<file path="config.mk">
export PLATFORM = sky130hd
export DESIGN_NAME = shc_fifo
export DESIGN_NICKNAME = d
export VERILOG_FILES = /design/src/hw/rtl/shc_fifo.sv
export SDC_FILE = /design/constraint.sdc
export NUM_CORES = 1
export LEC_CHECK = 0
export ABC_CLOCK_PERIOD_IN_PS = 3200
export BUFFER_PORTS_ARGS = -buffer_cell sky130_fd_sc_hd__buf_2
export CAP_MARGIN = 10
export CORE_AREA = 5 5 45 47
export CTS_CLUSTER_DIAMETER = 80
export DETAILED_ROUTE_END_ITERATION = 10
export DIE_AREA = 0 0 50 52
export GPL_TIMING_DRIVEN = 0
export PLACE_DENSITY = 0.82
export SETUP_SLACK_MARGIN = 0.15
export SLEW_MARGIN = 20
export SYNTH_ARGS = -nofsm -noshare
export SYNTH_HDL_FRONTEND = slang
export SYNTH_SLANG_ARGS = --single-unit
</file>
<file path="constraint.sdc">
create_clock -name clk -period 3.2 [get_ports clk]
set_input_delay 0.16 -clock clk [delete_from_list [all_inputs] [get_ports clk]]
set_output_delay 0.16 -clock clk [all_outputs]
set_load 0.005 [all_outputs]
</file>
<file path="src/hw/rtl/shc_fifo.sv">
module shc_fifo #(
	parameter int WIDTH = 8,
	parameter int DEPTH = 2
) (
	input  logic             clk,
	input  logic             arst_n,
	input  logic             push_valid,
	output logic             push_ready,
	input  logic [WIDTH-1:0] push_data,
	output logic             pop_valid,
	input  logic             pop_ready,
	output logic [WIDTH-1:0] pop_data
);

	localparam int PW = (DEPTH > 1) ? $clog2(DEPTH) : 1;
	localparam int CW = $clog2(DEPTH + 1);

	logic [WIDTH-1:0] mem_q [DEPTH];
	logic [PW-1:0]    wr_ptr_q, rd_ptr_q;
	logic [CW-1:0]    count_q;
	logic             do_push, do_pop;

	assign push_ready = count_q != CW'(DEPTH);
	assign pop_valid  = count_q != '0;
	assign pop_data   = mem_q[rd_ptr_q];
	assign do_push    = push_valid && push_ready;
	assign do_pop     = pop_valid && pop_ready;

	always_ff @(posedge clk or negedge arst_n) begin
		if (!arst_n) begin
			wr_ptr_q <= '0;
			rd_ptr_q <= '0;
			count_q  <= '0;
		end else begin
			if (do_push) begin
				wr_ptr_q <= (wr_ptr_q == PW'(DEPTH - 1)) ? '0 : wr_ptr_q + PW'(1);
			end
			if (do_pop) begin
				rd_ptr_q <= (rd_ptr_q == PW'(DEPTH - 1)) ? '0 : rd_ptr_q + PW'(1);
			end
			if (do_push && !do_pop) count_q <= count_q + CW'(1);
			else if (do_pop && !do_push) count_q <= count_q - CW'(1);
		end
	end

	always_ff @(posedge clk) begin
		if (do_push) mem_q[wr_ptr_q] <= push_data;
	end

endmodule

</file>
Word-level counts from Yosys, hierarchy flattened

Memory sizes are Yosys's and may differ from the RTL's.
Cells that the tools add are included.

$add $sub $neg: 4
Equality and inequality tests: 1
Muxes and demuxes: 6
Reductions and logical operators: 8

Operators by type and width:

| cell                                              | count |
|---|---|
| logical AND 1 bit                                 | 4 |
| 2-to-1 mux 1 bit                                  | 4 |
| 2-to-1 mux 2 bit                                  | 2 |
| nonzero test 2 bit                                | 2 |
| adder 1 bit (second input constant)               | 2 |
| adder 2 x 1 -> 2 bit (second input constant)      | 1 |
| zero test 1 bit                                   | 2 |
| inequality test 2 bit (second input constant)     | 1 |
| subtractor 2 x 1 -> 2 bit (second input constant) | 1 |

Flip-flop bits (word level): 4
RAM bits: 16
Input port bits: 12
Output and inout port bits: 10
Logic and storage cells: 23
Memories: 1

Memory list:

| memory | depth | bits a word | rd ports | clocked after Yosys merged registers in | wr ports | RTL line | RTL |
|---|---|---|---|---|---|---|---|
| mem_q  | 2     | 8           | 1        | 0                                       | 1        | 18       | `logic [WIDTH-1:0] mem_q [DEPTH];` |

Logic depth before layout (Yosys ltp)

Word-level depth: 6
Depth in mapped cells: 7
Mapped depth without buffers: 7

Worst setup path before layout

OpenSTA, ideal clock, no wires.

Path type: flip-flop to flip-flop
From: register count_q[0]
To: memory mem_q[0][0] (enable)
Library setup time: 370 ps
Data arrival time: 1,000 ps
Required time: 2,830 ps
Setup slack: 1,830 ps
Cell stages (with the launch flop): 4
Path buffers: 0
Clock period less this slack: 1,370 ps
Cell sequence: dfrtp_1 nand2b_4 nand2_1 nor2_1

Cells in the longest elaborated chain, start to end: 4

Ends and longest elaborated chain:

| what                                   | RTL line | RTL |
|---|---|---|
| start, declared                        | 20       | `logic [CW-1:0] count_q;` |
| start signal, assigned                 | 41       | `if (do_push && !do_pop) count_q <= count_q + CW'(1);` |
| start signal, assigned                 | 42       | `else if (do_pop && !do_push) count_q <= count_q - CW'(1);` |
| inequality test 2 bit                  | 23       | `assign push_ready = count_q != CW'(DEPTH);` |
| named net push_ready                   | 8        | `output logic push_ready,` |
| logical AND 1 bit                      | 26       | `assign do_push = push_valid && push_ready;` |
| 2-to-1 mux 1 bit                       | 47       | `if (do_push) mem_q[wr_ptr_q] <= push_data;` |
| 2-to-1 mux 1 bit (not written as such) | 47       |  |
| end, declared                          | 18       |  |

The timed path passes the listed nets, and every way through them passes these cells.

Final worst setup path

From: register count_q[0]
To: memory mem_q[0][7] (enable)

Cells in the longest elaborated chain, start to end: 4

Ends and longest elaborated chain:

| what                                   | RTL line |
|---|---|
| inequality test 2 bit                  | 23 |
| logical AND 1 bit                      | 26 |
| 2-to-1 mux 1 bit                       | 47 |
| 2-to-1 mux 1 bit (not written as such) | 47 |

No other way between the ends.

==> run metrics <==
initial core utilization about 50%; initial antenna violation count 0; Antenna Cells 0; CTS Root Cell clkbuf_4; Leak 0.0003919 uW; area fraction of the dominant cell type after synthesis approximately 61%; ANT nets after route 0; Overflow after GRT 0; CP startpoint kind flop; sequential area share after synthesis around 74%; yosys warns 0; Netlist Area Pre-Place 787.0 sq um; largest net degree at the start of global routing 12; fin crit share a little under 50%; DP HPWL roughly 900 um; clock skew between 2 and 2.5 ps; final net count 83; post-synthesis net count 56; IO Port Bufs 21; vias in the first global route 445; core area ~1600 sq um; Final min period 1580 ps; Die H 52 um; Die W ~50 um; row count 15; synth unique cells 14; Overall Global Routing Usage approximately a tenth; worst-skew pair later-pin latency about 290 ps; CP required around 3100 ps; commonest non-fill, non-tap cell in the layout buf_2; run status completed; H-tree Lvls 1; maximum VDD drop about 0.00054 V; maximum clock path buffer count 2; top cells by area, synth edfxtp_1 61%, dfrtp_1 13%, mux2_2 11%, xnor2_1 3.3%, xor2_1 2.2%; CTS buffer count 3; Hold Crit Depth 1; I/O pins 22; DR vias between 400 and 500; total clock sinks 20; Tightest Hold Check Type in -> reg; Max-slew headroom around 54%; RSZ-0062 raised after global routing no; Max Cap Violations 0; setup tns final 0 ps; synthesized area per cell 18.30 sq um; count of final hold-check violations 0; share of cells above drive strength 1 a little over half; DR WL/cell approximately 14 um; 1st-iter DRT viols 2; # fillers about 140; Worst setup EP type flop; WP data arrival approximately 1500 ps; FF+latch count, synth 20; worst slew pin tran 680.2 ps; Die Footprint 2600 sq um; DRC Markers 0; # setup viols final 0; Syn Inst Count 43; Crit Path Class reg -> reg; Via density between 4 and 5; Pre-antenna DRT Iters 3; R2R cell count 3; total power between 800 and 900 uW; PwrDens approximately 840 nW/um^2; GPL Wtd Cong around 0.71; crit path max fanout 8; leading area contributor after synthesis edfxtp_1; most frequent cells in the layout 22 x buf_2, 16 x edfxtp_1, 8 x mux2_2; Clock Pin Slew Worst Setup and Hold Paths 100 ps; fin. max-slew vios 0; Peak Freq around 630 MHz; first-pass GRT wire length about 2000 um; TritonCTS clock tree yes; Area growth syn-to-layout 20.67%; final WL roughly 1200 um
## logic make-up (layout without fill, tap and decap cells)
kind of cell | count (synthesis) | after routing | synth area share [%]
DFF | 20 | 20 | 73.77
adders and majority gates | 1 | 1 | 1.590
buffers and inverters | 2 | 28 | 1.112
xor gates and xnor gates | 5 | 5 | 5.565
muxes | 8 | 8 | 11.45
and+or+nand+nor | 7 | 7 | 6.518
## critical path, cell delays in order (launching register included)
cell and delay, ps:
dfrtp_1 440, nand2b_4 160, nand2_1 90, nor2_1 540
## routing by layer
metal	GRT usage [%]	part of all wire, %	vias up
met3	1.146	4.9	0
met1	12.66	41	186
met5	0	0	-
met2	16.95	54	10
li1	-	-	205
met4	7.860	0	0
## registers in the layout (all words and copies together), names as in the netlist
signal,flops
mem_q,16
count_q,2
rd_ptr_q,1
wr_ptr_q,1
## final timing paths
| kind | endpoint | slack [ps] | from |
|---|---|---|---|
| max in group asynchronous | rd_ptr_q | 2890 | arst_n |
| min in group asynchronous | wr_ptr_q | 190 | arst_n |
| worst min-delay path | mem_q[0][4] | 50 | push_data[4] |
| worst max-delay path | mem_q[0][7] | 1620 | count_q[0] |
| worst max register to register | mem_q[0][7] | 1620 | count_q[0] |
| worst min register to register | wr_ptr_q | 520 | wr_ptr_q |
## repair_timing
item / in CTS / in global routing
hold buffers: 1 / 0
resized for setup: 0 / 0
hold endpoints to repair: 4 / 0
setup buffers: 0 / 0
## where the power goes
part           switching, uW  total [uW]  internal, uW
Sequential              35.3         399           364
Clock                   70.1         115          45.4
Combinational            129         286           156
Total                    235         801           566
## through the flow
stage / setup WS [ps] / hold WS, ps / std cells / util [%] / area, sq um
after global routing: 1456 / 29.41 / 86 / 58.84 / 949.7
final: 1620 / 48.20 / 86 / 58.84 / 949.7
after CTS: 1596 / 36.84 / 86 / 58.84 / 949.7
after global placement: 1658 / -29.93 / 81 / 56.59 / 913.4
after floorplan: 1830 / -135.6 / 43 / - / 787.0
after detailed placement: 1608 / -26.58 / 81 / 56.59 / 913.4
## cells in the mapped netlist
cell,n
edfxtp_1,16
nor2_1,2
xor2_1,2
or2_4,1
inv_1,1
xnor2_1,3
nand2b_4,1
buf_2,1
nand2_4,1
and3_1,1
ha_1,1
mux2_2,8
dfrtp_1,4
nand2_1,1
## cell type report
cell class                      count  area (sq um)  share of cell area (%)
Buffer                              1         5.005                  0.5270
Clock buffer                        3         22.52                   2.372
Inverter                            1         3.754                  0.3953
Multi-Input combinational cell     21         197.7                   20.82
Tap cell                           17         21.27                   2.240
Timing Repair Buffer               22         115.1                   12.12
Clock inverter                      1         3.754                  0.3953
Sequential cell                    20         580.6                   61.13
No activity file was read; power rests on OpenSTA's default activity.
