==> config.mk <==
export PLATFORM = sky130hd
export DESIGN_NAME = shc_back
export DESIGN_NICKNAME = d
export VERILOG_FILES = /design/src/hw/rtl/shc_pkg.sv /design/src/hw/rtl/shc_back.sv
export SDC_FILE = /design/constraint.sdc
export NUM_CORES = 1
export LEC_CHECK = 0
export ABC_AREA = 1
export BUFFER_PORTS_ARGS = -buffer_cell sky130_fd_sc_hd__buf_2
export CAP_MARGIN = 20
export CORE_MARGIN = 4
export CORE_UTILIZATION = 54
export CTS_BUF_LIST = sky130_fd_sc_hd__clkbuf_16
export CTS_CLUSTER_DIAMETER = 30
export DETAILED_ROUTE_END_ITERATION = 8
export PLACE_DENSITY = 0.87
export SYNTH_ARGS = -nofsm -noshare
export SYNTH_HDL_FRONTEND = slang
export SYNTH_SLANG_ARGS = --single-unit
==> constraint.sdc <==
create_clock -name clk -period 5.62 [get_ports clk]
set_input_delay 0.562 -clock clk [delete_from_list [all_inputs] [get_ports clk]]
set_output_delay 0.562 -clock clk [all_outputs]
set_load 0.1 [all_outputs]
==> src/hw/rtl/shc_pkg.sv <==
package shc_pkg;

	localparam int DEF_MAX_SITES = 16;

	localparam int COL_W      = 16;
	localparam int VAL_W      = 22;
	localparam int COEF_W     = 16;
	localparam int NSITE_W    = 5;
	localparam int CFG_IDX_W  = 3;
	localparam int CFG_DATA_W = 16;
	localparam int OUT_TDATA_W = ((COL_W + VAL_W + 7) / 8) * 8;
	localparam int OUT_TUSER_W = 2;

	// register indexes
	localparam logic [CFG_IDX_W-1:0] REG_NUM_SITES     = 3'd0;
	localparam logic [CFG_IDX_W-1:0] REG_OPEN_BOUNDARY = 3'd1;
	localparam logic [CFG_IDX_W-1:0] REG_COUPLING_X    = 3'd2;
	localparam logic [CFG_IDX_W-1:0] REG_COUPLING_Y    = 3'd3;
	localparam logic [CFG_IDX_W-1:0] REG_COUPLING_Z    = 3'd4;
	localparam logic [CFG_IDX_W-1:0] REG_FIELD_X       = 3'd5;
	localparam logic [CFG_IDX_W-1:0] REG_FIELD_Z       = 3'd6;

	localparam logic [NSITE_W-1:0]       RST_NUM_SITES = 5'd1;
	localparam logic signed [COEF_W-1:0] RST_COEF      = 16'sd256;

	// queue word layout, lowest bit up: row, error, diagonal value, diagonal enable,
	// flip vector, bond vector, antiparallel vector
	localparam int OFS_ERR  = COL_W;
	localparam int OFS_DIAG = COL_W + 1;
	localparam int OFS_DEN  = COL_W + 1 + VAL_W;
	localparam int OFS_VEC  = COL_W + 2 + VAL_W;

	typedef struct packed {
		logic [NSITE_W-1:0]       num_sites;
		logic                     open_boundary;
		logic signed [COEF_W-1:0] coupling_x;
		logic signed [COEF_W-1:0] coupling_y;
		logic signed [COEF_W-1:0] coupling_z;
		logic signed [COEF_W-1:0] field_x;
		logic signed [COEF_W-1:0] field_z;
	} cfg_t;

	function automatic int entry_w(input int sites);
		return OFS_VEC + 3 * sites;
	endfunction

	// zero sites counts as one, anything above the limit as the limit
	function automatic logic [NSITE_W-1:0] clamp_len(input logic [NSITE_W-1:0] n,
		input logic [NSITE_W-1:0] lim);
		logic [NSITE_W-1:0] r;
		r = n;
		if (n == '0) r = NSITE_W'(1);
		else if (n > lim) r = lim;
		return r;
	endfunction

endpackage

==> src/hw/rtl/shc_back.sv <==
module shc_back #(
	parameter int MAX_SITES = shc_pkg::DEF_MAX_SITES
) (
	input  logic                                 clk,
	input  logic                                 arst_n,
	input  shc_pkg::cfg_t                        cfg,
	input  logic                                 pop_valid,
	output logic                                 pop_ready,
	input  logic [shc_pkg::entry_w(MAX_SITES)-1:0] pop_data,
	output logic                                 m_axis_tvalid,
	input  logic                                 m_axis_tready,
	output logic [shc_pkg::OUT_TDATA_W-1:0]      m_axis_tdata,   // column_index, entry_value
	output logic [shc_pkg::OUT_TUSER_W-1:0]      m_axis_tuser,   // entry_valid, row_error
	output logic                                 m_axis_tlast
);

	import shc_pkg::*;

	localparam int SW = (MAX_SITES > COL_W) ? MAX_SITES : COL_W;
	localparam int LW = $clog2(MAX_SITES);

	// item being expanded
	logic                    work_valid_q;
	logic [COL_W-1:0]        row_q;
	logic                    mark_q, err_q;
	logic signed [VAL_W-1:0] diag_q;
	logic                    diag_en_q;
	logic [MAX_SITES-1:0]    flip_q, bond_q, anti_q;

	// output register
	logic                    out_valid_q;
	logic [COL_W-1:0]        ocol_q;
	logic signed [VAL_W-1:0] oval_q;
	logic                    oent_q, oerr_q, olast_q;

	logic                    ld_err, ld_den;
	logic [MAX_SITES-1:0]    ld_flip, ld_bond;
	logic [NSITE_W-1:0]      len, nxt;
	logic [LW-1:0]           flip_idx, bond_idx;
	logic [SW-1:0]           rowx, colx;
	logic signed [VAL_W-1:0] pair_sum, pair_dif;
	logic                    rem_diag;
	logic [MAX_SITES-1:0]    rem_flip, rem_bond;
	logic [COL_W-1:0]        n_col;
	logic signed [VAL_W-1:0] n_val;
	logic                    last, emit;

	assign ld_err  = pop_data[OFS_ERR];
	assign ld_den  = pop_data[OFS_DEN];
	assign ld_flip = pop_data[OFS_VEC +: MAX_SITES];
	assign ld_bond = pop_data[OFS_VEC + MAX_SITES +: MAX_SITES];

	always_comb begin
		len      = clamp_len(cfg.num_sites, NSITE_W'(MAX_SITES));
		pair_sum = VAL_W'(cfg.coupling_x) + VAL_W'(cfg.coupling_y);
		pair_dif = VAL_W'(cfg.coupling_x) - VAL_W'(cfg.coupling_y);
		rowx     = SW'(row_q);
		flip_idx = '0;
		bond_idx = '0;
		for (int i = MAX_SITES - 1; i >= 0; i--) begin
			if (flip_q[i]) flip_idx = LW'(i);
			if (bond_q[i]) bond_idx = LW'(i);
		end
		nxt = (NSITE_W'(bond_idx) + NSITE_W'(1) >= len) ? '0
			: NSITE_W'(bond_idx) + NSITE_W'(1);

		rem_diag = diag_en_q;
		rem_flip = flip_q;
		rem_bond = bond_q;
		colx     = rowx;
		n_val    = diag_q;
		if (diag_en_q) begin
			rem_diag = 1'b0;
		end else if (flip_q != '0) begin
			rem_flip = flip_q & ~(MAX_SITES'(1) << flip_idx);
			colx     = rowx ^ (SW'(1) << flip_idx);
			n_val    = VAL_W'(cfg.field_x);
		end else begin
			rem_bond = bond_q & ~(MAX_SITES'(1) << bond_idx);
			colx     = rowx ^ ((SW'(1) << bond_idx) | (SW'(1) << nxt));
			n_val    = anti_q[bond_idx] ? pair_sum : pair_dif;
		end
		n_col = colx[COL_W-1:0];
		last  = mark_q || !(rem_diag || rem_flip != '0 || rem_bond != '0);
	end

	assign emit      = work_valid_q && (!out_valid_q || m_axis_tready);
	assign pop_ready = !work_valid_q || (emit && last);

	always_ff @(posedge clk or negedge arst_n) begin
		if (!arst_n) begin
			work_valid_q <= 1'b0;
			out_valid_q  <= 1'b0;
		end else begin
			if (pop_valid && pop_ready) work_valid_q <= 1'b1;
			else if (emit && last) work_valid_q <= 1'b0;
			if (emit) out_valid_q <= 1'b1;
			else if (m_axis_tready) out_valid_q <= 1'b0;
		end
	end

	always_ff @(posedge clk) begin
		if (pop_valid && pop_ready) begin
			row_q     <= pop_data[COL_W-1:0];
			err_q     <= ld_err;
			// error or nothing to emit: one marker word
			mark_q    <= ld_err || !(ld_den || ld_flip != '0 || ld_bond != '0);
			diag_q    <= pop_data[OFS_DIAG +: VAL_W];
			diag_en_q <= ld_den;
			flip_q    <= ld_flip;
			bond_q    <= ld_bond;
			anti_q    <= pop_data[OFS_VEC + 2 * MAX_SITES +: MAX_SITES];
		end else if (emit) begin
			diag_en_q <= rem_diag;
			flip_q    <= rem_flip;
			bond_q    <= rem_bond;
		end
		if (emit) begin
			ocol_q  <= mark_q ? '0 : n_col;
			oval_q  <= mark_q ? '0 : n_val;
			oent_q  <= !mark_q;
			oerr_q  <= mark_q && err_q;
			olast_q <= last;
		end
	end

	assign m_axis_tvalid = out_valid_q;
	assign m_axis_tdata  = {{(OUT_TDATA_W - COL_W - VAL_W){1'b0}}, oval_q, ocol_q};
	assign m_axis_tuser  = {oerr_q, oent_q};
	assign m_axis_tlast  = olast_q;

endmodule

==> Yosys cells after proc, flatten, opt, wreduce, memory -nomap -nowiden <==
Cells that the tools add are included.
W data, S select, Z words.
{ "word_totals": {"regBits": 132, "inputBits": 178, "output_inout_bits": 45} }
{ "op_classes": {"magnitude_cmp": 3, "shifts": 3, "add_sub_neg": 3, "bitwise": 7, "n_reduce_logical": 25, "muxes": 56} }
{ "ops": {"columns": ["operator", "n"], "rows": [
  ["$mux W16", 10],
  ["$mux W4", 32],
  ["$reduce_bool A16 Y1", 5],
  ["$mux W22", 3],
  ["$and A16 B16 Y16", 2],
  ["$not A16 Y16", 2],
  ["$shl A1 B4 Y16 const A", 2],
  ["$xor A16 B16 Y16", 2],
  ["$add A16 B16 Y17", 1],
  ["$sub A16 B16 Y17", 1],
  ["$or A16 B16 Y16", 1],
  ["$shl A1 B5 Y16 const A", 1],
  ["$mux W5", 3],
  ["$logic_or A1 B1 Y1", 7],
  ["$mux W1", 7],
  ["$reduce_bool A2 Y1", 3],
  ["$add A4 B1 Y5 const B", 1],
  ["$ge A5 B5 Y1", 1],
  ["$gt A5 B5 Y1 const B", 1],
  ["$logic_not A1 Y1", 5],
  ["$logic_not A5 Y1", 1],
  ["$lt A4 B5 Y1 const B", 1],
  ["$bmux W1 S4", 1],
  ["$logic_and A1 B1 Y1", 4]
]} }

==> Longest topological paths before layout <==
Gate-level depths: netlist of the first run.
{ "logic_depth": {"depth_word": 29, "depth_mapped": 44, "ltp_nobuf": 43} }

==> Worst setup path after synthesis of the first run <==
No wires, ideal clock.
{ "synth_path": {"path_type": "reg2reg", "start": "reg bond_q[14]", "end": "reg oval_q[16] (data pin)", "path_buffers": 2, "stages_incl_launch_ff": 45, "synth_period_minus_slack_ns": 4.795, "slack_ns": 0.825, "t_arrival_ns": 4.545, "t_required_ns": 5.370, "path_cell_list": "edfxtp_1 inv_2 nand2_1 nand2_1 nand2_1 nand2_1 nand2_1 nand2_1 nand2_1 nand2_1 nand2_1 nand2_1 nand2_1 nand2_1 nand2_1 nand2_1 nand2_1 buf_2 [9 not listed] ha_1 a21oi_1 nand2_1 a21oi_1 o21ai_1 a21boi_0 o21ai_1 a21boi_0 nor2_1 o21ai_1 nand2_1 nand2_1 nand2_1 nand3b_1 nand3_1 nand3_1 nand2_1 inv_1"} }
{ "synth_via": {"elab_chain_len": 20} }
{ "synth_rtl": {"columns": ["element", "line_no", "rtl"], "rows": [
  ["from (decl)", "shc_back.sv:28", "logic [MAX_SITES-1:0] flip_q, bond_q, anti_q;"],
  ["from (signal assigned)", "shc_back.sv:111", "bond_q <= ld_bond;"],
  ["from (signal assigned)", "shc_back.sv:116", "bond_q <= rem_bond;"],
  ["$mux W4 (15 in series)", "shc_back.sv:62", "if (bond_q[i]) bond_idx = LW'(i);"],
  ["$bmux W1 S4", "shc_back.sv:81", "n_val = anti_q[bond_idx] ? pair_sum : pair_dif;"],
  ["$mux W1 (implied by the code)", "shc_back.sv:81", null],
  ["$mux W22", "shc_back.sv:81", null],
  ["$mux W22", "shc_back.sv:74", "end else if (flip_q != '0) begin"],
  ["$mux W22", "shc_back.sv:72", "if (diag_en_q) begin"],
  ["to (signal assigned)", "shc_back.sv:120", "oval_q <= mark_q ? '0 : n_val;"],
  ["to (decl)", "shc_back.sv:33", "logic signed [VAL_W-1:0] oval_q;"]
]} }
No other way between the ends. The select of a mux whose other input is x is not followed.
A chain may end at the register's enable or synchronous reset.

==> Worst setup path in the final report of the first run <==
{ "layout_path": {"start": "reg bond_q[14]", "end": "out pop_ready"} }
{ "layout_via": {"elab_chain_len": 26} }
{ "layout_rtl": {"columns": ["element", "line_no", "rtl"], "rows": [
  ["$mux W4 (15 in series)", "shc_back.sv:62", null],
  ["$shl A1 B4 Y16", "shc_back.sv:79", "rem_bond = bond_q & ~(MAX_SITES'(1) << bond_idx);"],
  ["$not A16 Y16", "shc_back.sv:79", null],
  ["$and A16 B16 Y16", "shc_back.sv:79", null],
  ["$mux W16", "shc_back.sv:74", null],
  ["$mux W16 *", "shc_back.sv:72", null],
  ["$reduce_bool A16 Y1 *", "shc_back.sv:84", "last = mark_q || !(rem_diag || rem_flip != '0 || rem_bond != '0);"],
  ["$logic_or A1 B1 Y1 *", "shc_back.sv:84", null],
  ["$logic_not A1 Y1 *", "shc_back.sv:84", null],
  ["$logic_or A1 B1 Y1 *", "shc_back.sv:84", null],
  ["named net last", "shc_back.sv:46", "logic last, emit;"],
  ["$logic_and A1 B1 Y1 *", "shc_back.sv:88", "assign pop_ready = !work_valid_q || (emit && last);"],
  ["$logic_or A1 B1 Y1 *", "shc_back.sv:88", null],
  ["to (decl)", "shc_back.sv:8", "output logic pop_ready,"]
]} }
Mark *: on every way through the listed nets, which the timed path passes. The rest lies on a longest branch.

==> flow_summary.rst, run 1 <==
.. list-table::
   :header-rows: 1

   * - Metric
     - Value
   * - Yosys warns
     - 0
   * - Worst vdd rail ir drop
     - 0.303 mV
   * - Clock sink count
     - 132
   * - Clk_lat worst skew
     - 0.42 ns
   * - Number of distinct library cell variants in the gate-level netlist after synthesis
     - 43
   * - Standard cell area after detailed placement
     - 9280 um^2
   * - Die height
     - 131 um
   * - Slowest cell on crit path
     - sky130_fd_sc_hd__buf_2
   * - Number of global-route vias before repair
     - 7180
   * - Final setup fails
     - 0
   * - Mean area per synthesized cell
     - 8.10 um^2
   * - Max-slew violation count
     - 0
   * - Result of the run
     - finished, final reports clean
   * - Most frequent cell on the critical path
     - sky130_fd_sc_hd__nand2_1
   * - Endpoint required time on the critical path
     - 5.06 ns
   * - Maximum number of pins on one net before global-route repair
     - 42
   * - Number of enable-type register cells in the synthesized netlist
     - 130
   * - Proportion of synthesized chip area in sequential cells
     - 48.2%
   * - Proportion of layout cells with a drive suffix above 1
     - 21.7%
   * - Total power divided by cell area
     - 605 nW/um^2
   * - Number of placed I/O pins
     - 223
   * - Critical Setup Path Class
     - reg -> out
   * - Wirelength, routed
     - 21.9 mm
   * - Startpoint type of the worst setup path
     - flip-flop
   * - Final worst clock skew
     - 0.00995 ns
   * - Detailed-route DRC error count
     - 0
   * - Actual slew at the worst max-slew pin
     - 1.13 ns
   * - Slew HR
     - 24.2%
   * - CP peak stage delay
     - 0.47 ns
   * - Worst hold slack after final layout
     - 0.310 ns
   * - Unrepaired setup endpoints after global routing
     - no
   * - Wire length per cell
     - 15.6 um
   * - Gate count of the mapped netlist
     - 1012
   * - Static leakage
     - 5.02 nW
   * - Setup slack, reg-to-reg
     - 0.63 ns
   * - Depth of the CTS H-tree
     - 4
   * - Hold violation total from the final report
     - 0
   * - Maximum clock insertion buffer count
     - 2
   * - Layout fillers
     - 1197
   * - Via density per instance
     - 5.45
   * - Starting density of the core
     - 55.8%
   * - Post-route cell area
     - 9910 um^2
   * - Top FF cell, synth
     - sky130_fd_sc_hd__edfxtp_1
   * - Clock tree from TritonCTS
     - yes
   * - Async set or reset register ratio after synthesis
     - 1.52%
   * - Class of the worst hold path
     - in -> reg
   * - Share of the clock period used by the worst path
     - 89.0%
   * - First-pass iteration count of the detailed router
     - 6
   * - Die width
     - 131 um
   * - First-pass GRT wire length
     - 35.2 mm
   * - Grt total ovfl
     - 0
   * - Util after Layout
     - 67.4%
   * - GP Congestion
     - 0.968
   * - DR iter-0 viols
     - 709
   * - Post-Synthesis Cell Area
     - 8200 um^2
   * - Nets@finish
     - 1406
   * - Flip-flop and latch count after synthesis
     - 132
   * - Antenna-violating nets left
     - 0
   * - Clock transition at the registers of the reported paths
     - 0.06 ns
   * - Maximum net fanout on the critical path
     - 35
   * - P&R area growth vs syn
     - 20.8%
   * - Total global-route track usage
     - 25.3%
   * - Standard cell core area
     - 14700 um^2
   * - TritonCTS Buffers
     - 17
   * - Initial antenna violation count
     - 2
   * - Clock tree root buffer cell
     - sky130_fd_sc_hd__clkbuf_16
   * - Setup_tns
     - 0 ns
   * - Capturing element type of the critical path
     - primary output
   * - Area enclosed by the die boundary
     - 17200 um^2
   * - Post-route minimum period
     - 5.00 ns
   * - Placement row count
     - 44
   * - WP data arrival
     - 4.44 ns
   * - Total power after layout
     - 5.99 mW
   * - HPWL Detailed
     - 17.0 mm
   * - Maximum frequency from static timing analysis
     - 200 MHz
   * - Reported max-cap violation count
     - 0
   * - DR vias
     - 7619
   * - IO buf count
     - 187
==> cell type report <==
cell class | instances | area, um^2 | area share [%]
antenna | 2 | 5.00 | 0.0505
clock buffer | 17 | 425 | 4.29
clock inverter | 15 | 159 | 1.60
inverter | 174 | 657 | 6.63
multi-input combinational | 680 | 3470 | 35.0
sequential | 132 | 3950 | 39.9
tap | 184 | 230 | 2.32
timing repair buffer | 195 | 1010 | 10.2
==> flip-flops by register name (all words and copies together), names as in the netlist <==
signal / cells
diag_q: 22
oval_q: 22
anti_q: 16
bond_q: 16
flip_q: 16
ocol_q: 16
row_q: 16
diag_en_q: 1
err_q: 1
m_axis_tlast: 1
m_axis_tvalid: 1
mark_q: 1
oent_q: 1
oerr_q: 1
work_valid_q: 1
==> critical path: cells and delay by family, from the launching register on <==
family	cells	cell delay, ns
AO/OA/AOI/OAI	1	0.30
flip-flops	1	0.41
buffers and inverters	3	0.61
AND/OR/NAND/NOR	24	2.24
adder cells (fa/ha/maj)	2	0.45
==> per-layer routing <==
| layer | global-route usage, % | part of all wire, % |
|---|---|---|
| met1 | 33.5 | 42 |
| met2 | 41.3 | 47 |
| met3 | 4.97 | 8.6 |
| met4 | 10.1 | 2.5 |
| met5 | 0 | 0 |
==> per-stage QoR <==
step                setup slack, ns  std cells
floorplan                     0.825       1013
finish                        0.619       1399
detailed placement           0.0520       1364
CTS                          0.0461       1397
global route                 0.0262       1399
global placement              0.277       1364
==> cell usage in the layout (no fill, tap or decap), types with 4 or more instances in the layout <==
cell type and n:
sky130_fd_sc_hd__a21oi_1 42, sky130_fd_sc_hd__nand2_1 279, sky130_fd_sc_hd__buf_2 187, sky130_fd_sc_hd__xnor2_1 6, sky130_fd_sc_hd__xor2_1 14, sky130_fd_sc_hd__inv_1 158, sky130_fd_sc_hd__nor2_1 87, sky130_fd_sc_hd__nand3_1 97
sky130_fd_sc_hd__nand4_1 24, sky130_fd_sc_hd__clkinv_4 5, sky130_fd_sc_hd__nand2_2 4, sky130_fd_sc_hd__o21ai_1 12, sky130_fd_sc_hd__nor4_1 8, sky130_fd_sc_hd__o21ai_0 16, sky130_fd_sc_hd__buf_4 6, sky130_fd_sc_hd__nor3_1 9
sky130_fd_sc_hd__clkbuf_16 17, sky130_fd_sc_hd__ha_1 27, sky130_fd_sc_hd__nand3b_1 8, sky130_fd_sc_hd__inv_2 16, sky130_fd_sc_hd__inv_6 4, sky130_fd_sc_hd__a31oi_1 16, sky130_fd_sc_hd__edfxtp_1 130
==> logic make-up (layout without fill, tap and decap cells) <==
family	Yosys count	in the layout	share of synthesized area (%)
and+or+nand+nor	529	529	28.5
buffers and inverters	201	401	9.96
DFF	132	132	48.2
AOI/OAI and AO/OA	101	101	6.80
adders and majority gates	28	28	4.36
xor gates and xnor gates	20	20	2.14
other	1	4	0.0457
==> worst paths after layout <==
check,start,endpoint,cells after the start
setup / recovery,bond_q[14],pop_ready,30
hold / removal,pop_data[2],row_q[2],1
setup reg to reg,bond_q[14],oval_q[16],41
hold reg to reg,m_axis_tvalid,m_axis_tvalid,2
max in group asynchronous,arst_n,work_valid_q,2
min in group asynchronous,arst_n,m_axis_tvalid,2
==> cells in the mapped netlist, types with 3 or more instances <==
cell	n	share of area (%)
sky130_fd_sc_hd__a21boi_0	3	0.27
sky130_fd_sc_hd__a21oi_1	44	2.7
sky130_fd_sc_hd__a31oi_1	16	1.2
sky130_fd_sc_hd__buf_2	5	0.31
sky130_fd_sc_hd__buf_4	6	0.55
sky130_fd_sc_hd__buf_6	4	0.55
sky130_fd_sc_hd__clkbuf_1	10	0.46
sky130_fd_sc_hd__edfxtp_1	130	48
sky130_fd_sc_hd__ha_1	27	4.1
sky130_fd_sc_hd__inv_1	156	7.1
sky130_fd_sc_hd__inv_2	16	0.73
sky130_fd_sc_hd__nand2_1	281	13
sky130_fd_sc_hd__nand2_2	3	0.23
sky130_fd_sc_hd__nand3_1	98	6.0
sky130_fd_sc_hd__nand3b_1	8	0.73
sky130_fd_sc_hd__nand4_1	24	1.8
sky130_fd_sc_hd__nor2_1	87	4.0
sky130_fd_sc_hd__nor3_1	9	0.55
sky130_fd_sc_hd__nor4_1	8	0.61
sky130_fd_sc_hd__o21ai_0	19	1.2
sky130_fd_sc_hd__o21ai_1	10	0.61
sky130_fd_sc_hd__xnor2_1	6	0.64
sky130_fd_sc_hd__xor2_1	14	1.5
==> repair_timing <==
item	CTS	global route
hold buffers	1	0
buffers inserted	0	0
endpoints found under the setup margin	0	9
hold endpoints to repair	2	0
resized for setup	0	14
==> where the power goes <==
group          internal, mW  switching (mW)  total (mW)
combinational         0.902            2.39        3.29
clock                 0.657           0.436        1.09
sequential             1.48           0.124        1.61
total                  3.04            2.95        5.99
(Power assumes the default switching activity.)
==> run 2: changes to the inputs <==
==> constraint.sdc (replaced) <==
create_clock -name clk -period 5.57 [get_ports clk]
set_input_delay 0.557 -clock clk [delete_from_list [all_inputs] [get_ports clk]]
set_output_delay 0.557 -clock clk [all_outputs]
set_load 0.1 [all_outputs]
==> run 2 against run 1 <==
Compared with the run above: critical path depth rose by 12; hold slack got worse by 0.0028 ns; setup slack got worse by 0.18 ns; via count fell by 0.72%; die area did not move; count of clock-buffer cells in the layout did not move; global-route usage rose by 0.16 points; clock power barely moved; combinational power rose by 2%; final cell count rose by 0.29%; non-clock buffer count rose by 4; core utilization barely moved; critical path type is now reg -> reg; largest power group unchanged.
==> flow_summary.rst, run 2 (synthesized netlist as in run 1, its figures left out) <==
.. list-table::
   :header-rows: 1

   * - Metric
     - Value
   * - Result of the run
     - finished, final reports clean
   * - Class of the worst hold path
     - in -> reg
   * - Most Used Layer, Global Route
     - met2
   * - Clock sink count
     - 132 (unchanged)
   * - Area used by multi-input combinational logic
     - 3460 um^2 (about the same)
   * - DR iter-0 viols
     - 837 (+18%)
   * - Number of cells in the finished layout apart from fillers
     - 1403 (+0.29%)
   * - Hold violation total from the final report
     - 0 (unchanged)
   * - Clock transition at the registers of the reported paths
     - 0.06 ns (about the same)
   * - Worst reg2reg endpoint
     - oval_q[17]
   * - First-pass GRT wire length
     - 35.5 mm (+0.80%)
   * - Power dissipated by switching net loads
     - 2.99 mW (+1.3%)
   * - TritonCTS Buffers
     - 17 (unchanged)
   * - Number of cells on the worst reg-to-reg path
     - 42 (+2.4%)
   * - Clock tree from TritonCTS
     - yes
   * - Startpoint type of the worst setup path
     - flip-flop
   * - Antenna-violating nets left
     - 0 (unchanged)
   * - Slowest cell on crit path
     - sky130_fd_sc_hd__edfxtp_1
   * - Capturing element type of the critical path
     - flip-flop
   * - HPWL Detailed
     - 17.1 mm (about the same)
   * - Static leakage
     - 5.02 nW (about the same)
   * - Post-route minimum period
     - 5.13 ns
   * - Logic pwr share
     - 55.7% (+0.7 points)
   * - Total global-route track usage
     - 25.5% (+0.16 points)
   * - Maximum net fanout on the critical path
     - 8 (-77%)
   * - Die width
     - 131 um (unchanged)
   * - Area enclosed by the die boundary
     - 17200 um^2 (unchanged)
   * - Global-route track usage on met3
     - 4.85% (-0.11 points)
   * - Via density per instance
     - 5.39 (-1.0%)
   * - Proportion of layout cells with a drive suffix above 1
     - 21.8% (+0.093 points)
   * - Worst vdd rail ir drop
     - 0.257 mV (-15%)
   * - Die height
     - 131 um (unchanged)
   * - Depth of the CTS H-tree
     - 4 (unchanged)
   * - Actual slew at the worst max-slew pin
     - 0.743 ns (-0.390 ns)
   * - Launch point of the critical path
     - bond_q[14]
   * - Grt total ovfl
     - 0 (unchanged)
   * - WP data arrival
     - 5.30 ns (+0.86 ns)
   * - Wirelength, routed
     - 22.0 mm (+0.73%)
   * - Clock share of power
     - 17.5% (-0.7 points)
   * - Cell count along the critical path
     - 42 (+40%)
   * - Endpoint required time on the critical path
     - 5.74 ns (+0.68 ns)
   * - DR vias
     - 7564 (-0.72%)
   * - Setup_tns
     - 0 ns (unchanged)
   * - Maximum frequency from static timing analysis
     - 195 MHz
   * - Util after Layout
     - 67.4% (about the same)
   * - Maximum clock insertion buffer count
     - 2 (unchanged)
   * - Setup slack, reg-to-reg
     - 0.44 ns (-0.19 ns)
   * - Initial antenna violation count
     - 2 (unchanged)
   * - Final worst clock skew
     - 0.0129 ns (+0.00294 ns)
   * - Clk_lat worst skew
     - 0.43 ns (about the same)
   * - DP Worst Slack
     - -0.0518 ns (-0.104 ns)
   * - Share of the clock period used by the worst path
     - 92.0%
   * - Most common library cell in the layout ignoring fill and taps
     - sky130_fd_sc_hd__nand2_1
   * - P&R area growth vs syn
     - 20.9% (about the same)
   * - Number of global-route vias before repair
     - 7169 (-0.15%)
   * - Layout fillers
     - 1187 (-0.84%)
   * - Critical Setup Path Class
     - reg -> reg
   * - Slew HR
     - 50.0% (+26 points)
   * - Worst hold slack after final layout
     - 0.308 ns (-0.00283 ns)
   * - Reported max-cap violation count
     - 0 (unchanged)
   * - Number of placed cells counting well taps
     - 1365 (+0.073%)
   * - Detailed-route DRC error count
     - 0 (unchanged)
   * - Number of placed I/O pins
     - 223 (unchanged)
   * - Final worst-path setup slack
     - 0.444 ns (-0.175 ns)
   * - Most frequent cells in the layout
     - sky130_fd_sc_hd__nand2_1 (279), sky130_fd_sc_hd__buf_2 (187), sky130_fd_sc_hd__inv_1 (158)
   * - Area taken by flip-flops and latches
     - 3950 um^2 (unchanged)
   * - Starting density of the core
     - 55.8% (unchanged)
   * - CP peak stage delay
     - 0.40 ns (-0.07 ns)
   * - Buf+Inv Stages, Crit Path
     - 4 (+1)
   * - Final setup fails
     - 0 (unchanged)
   * - First-pass iteration count of the detailed router
     - 5 (-1)
   * - Cell-internal power
     - 3.05 mW (+0.18%)
   * - Met1 routing resource usage after global routing
     - 34.0% (+0.50 points)
   * - GP Congestion
     - 0.969 (+0.14%)
   * - Met2 track demand over resource in global routing
     - 41.2% (-0.086 points)
   * - Endpoint of the worst setup timing path
     - oval_q[17]
   * - Maximum number of pins on one net before global-route repair
     - 42 (unchanged)
   * - Max-slew violation count
     - 0 (unchanged)
   * - Top flop regs
     - diag_q: 22 flops, oval_q: 22 flops
   * - Reg power frac
     - 26.8% (about the same)
   * - Critical register-to-register path startpoint
     - bond_q[14]
   * - Placement row count
     - 44 (unchanged)
   * - Cell family with the largest share of critical-path delay
     - simple AND/OR/NAND/NOR gates
   * - Clock tree root buffer cell
     - sky130_fd_sc_hd__clkbuf_16
   * - IO buf count
     - 187 (unchanged)
   * - Wire length per cell
     - 15.7 um (+0.44%)
   * - Switching part of the total
     - 49.5% (+0.27 points)
   * - Total power divided by cell area
     - 609 nW/um^2 (+0.69%)
   * - Nets@finish
     - 1410 (+0.28%)
   * - Standard cell core area
     - 14700 um^2 (unchanged)
   * - Most frequent cell on the critical path
     - sky130_fd_sc_hd__nand2_1
-- run 2: changes by cell type in the layout (fill, tap and decap cells not counted) --
| cell | delta |
|---|---|
| sky130_fd_sc_hd__buf_4 | +4 |
| sky130_fd_sc_hd__clkinvlp_4 | +2 |
| sky130_fd_sc_hd__a21boi_1 | +1 |
| sky130_fd_sc_hd__a21boi_2 | -1 |
| sky130_fd_sc_hd__a21oi_1 | +1 |
| sky130_fd_sc_hd__a21oi_2 | -1 |
| sky130_fd_sc_hd__bufinv_16 | -1 |
| sky130_fd_sc_hd__inv_6 | -1 |
| sky130_fd_sc_hd__nand2_2 | -1 |
| sky130_fd_sc_hd__nand2_4 | +1 |
-- run 2: worst min-delay path by stage --
stage / cells past startpoint / end / start / slack [ns]
floorplan: 0 / m_axis_tvalid / arst_n / 0.26
global placement: 1 / m_axis_tvalid / arst_n / 0.34
detailed placement: 1 / m_axis_tvalid / arst_n / 0.35
CTS: 1 / diag_q[10] / pop_data[27] / 0.30
global route: 1 / diag_q[10] / pop_data[27] / 0.30
finish: 1 / diag_q[10] / pop_data[27] / 0.31
-- run 2: layout make-up --
type	count	share of cell area [%]
Sequential cell	132	39.9
Multi-Input combinational cell	680	35.0
Timing Repair Buffer	199	10.5
Inverter	174	6.63
Clock buffer	17	4.29
Tap cell	184	2.32
Clock inverter	15	1.36
Antenna cell	2	0.0505
-- run 2: what timing repair did --
action,CTS,global route
pin swaps,0,1
hold buffers,1,0
setup buffers,0,2
gates resized for setup,1,12
endpoints found under the hold margin,2,0
endpoints found under the setup margin,6,8
-- run 2: power groups by stage --
stage / sequential [mW] / clock (mW) / combinational, mW
after floorplan: 2.32 / 0 / 1.91
after global placement: 1.63 / 0 / 3.14
after detailed placement: 1.64 / 0 / 3.22
after CTS: 1.62 / 1.06 / 3.25
after global routing: 1.65 / 1.11 / 3.70
final: 1.62 / 1.06 / 3.36
-- run 2: worst register-to-register path: cells and delay by family (launching register included) --
family                   cells  cell delay [ns]
AND/OR/NAND/NOR             29             2.40
AO/OA/AOI/OAI                7             1.18
flip-flops                   1             0.40
buffers and inverters        4             0.38
adder cells (fa/ha/maj)      1             0.33
XOR/XNOR                     1             0.16
-- run 2: stage by stage --
stage / cell area, um^2 / power [mW]
finish: 9910 / 6.03
global route: 9910 / 6.45
CTS: 9860 / 5.93
detailed placement: 9280 / 4.85
global placement: 9280 / 4.77
floorplan: 8200 / 4.23
-- run 2: routing by layer --
metal  share of wire (%)  up-vias
li1                    -     3730
met1                  41     3402
met2                  48      384
met3                 8.6       48
met4                 2.9        0
met5                   0        -
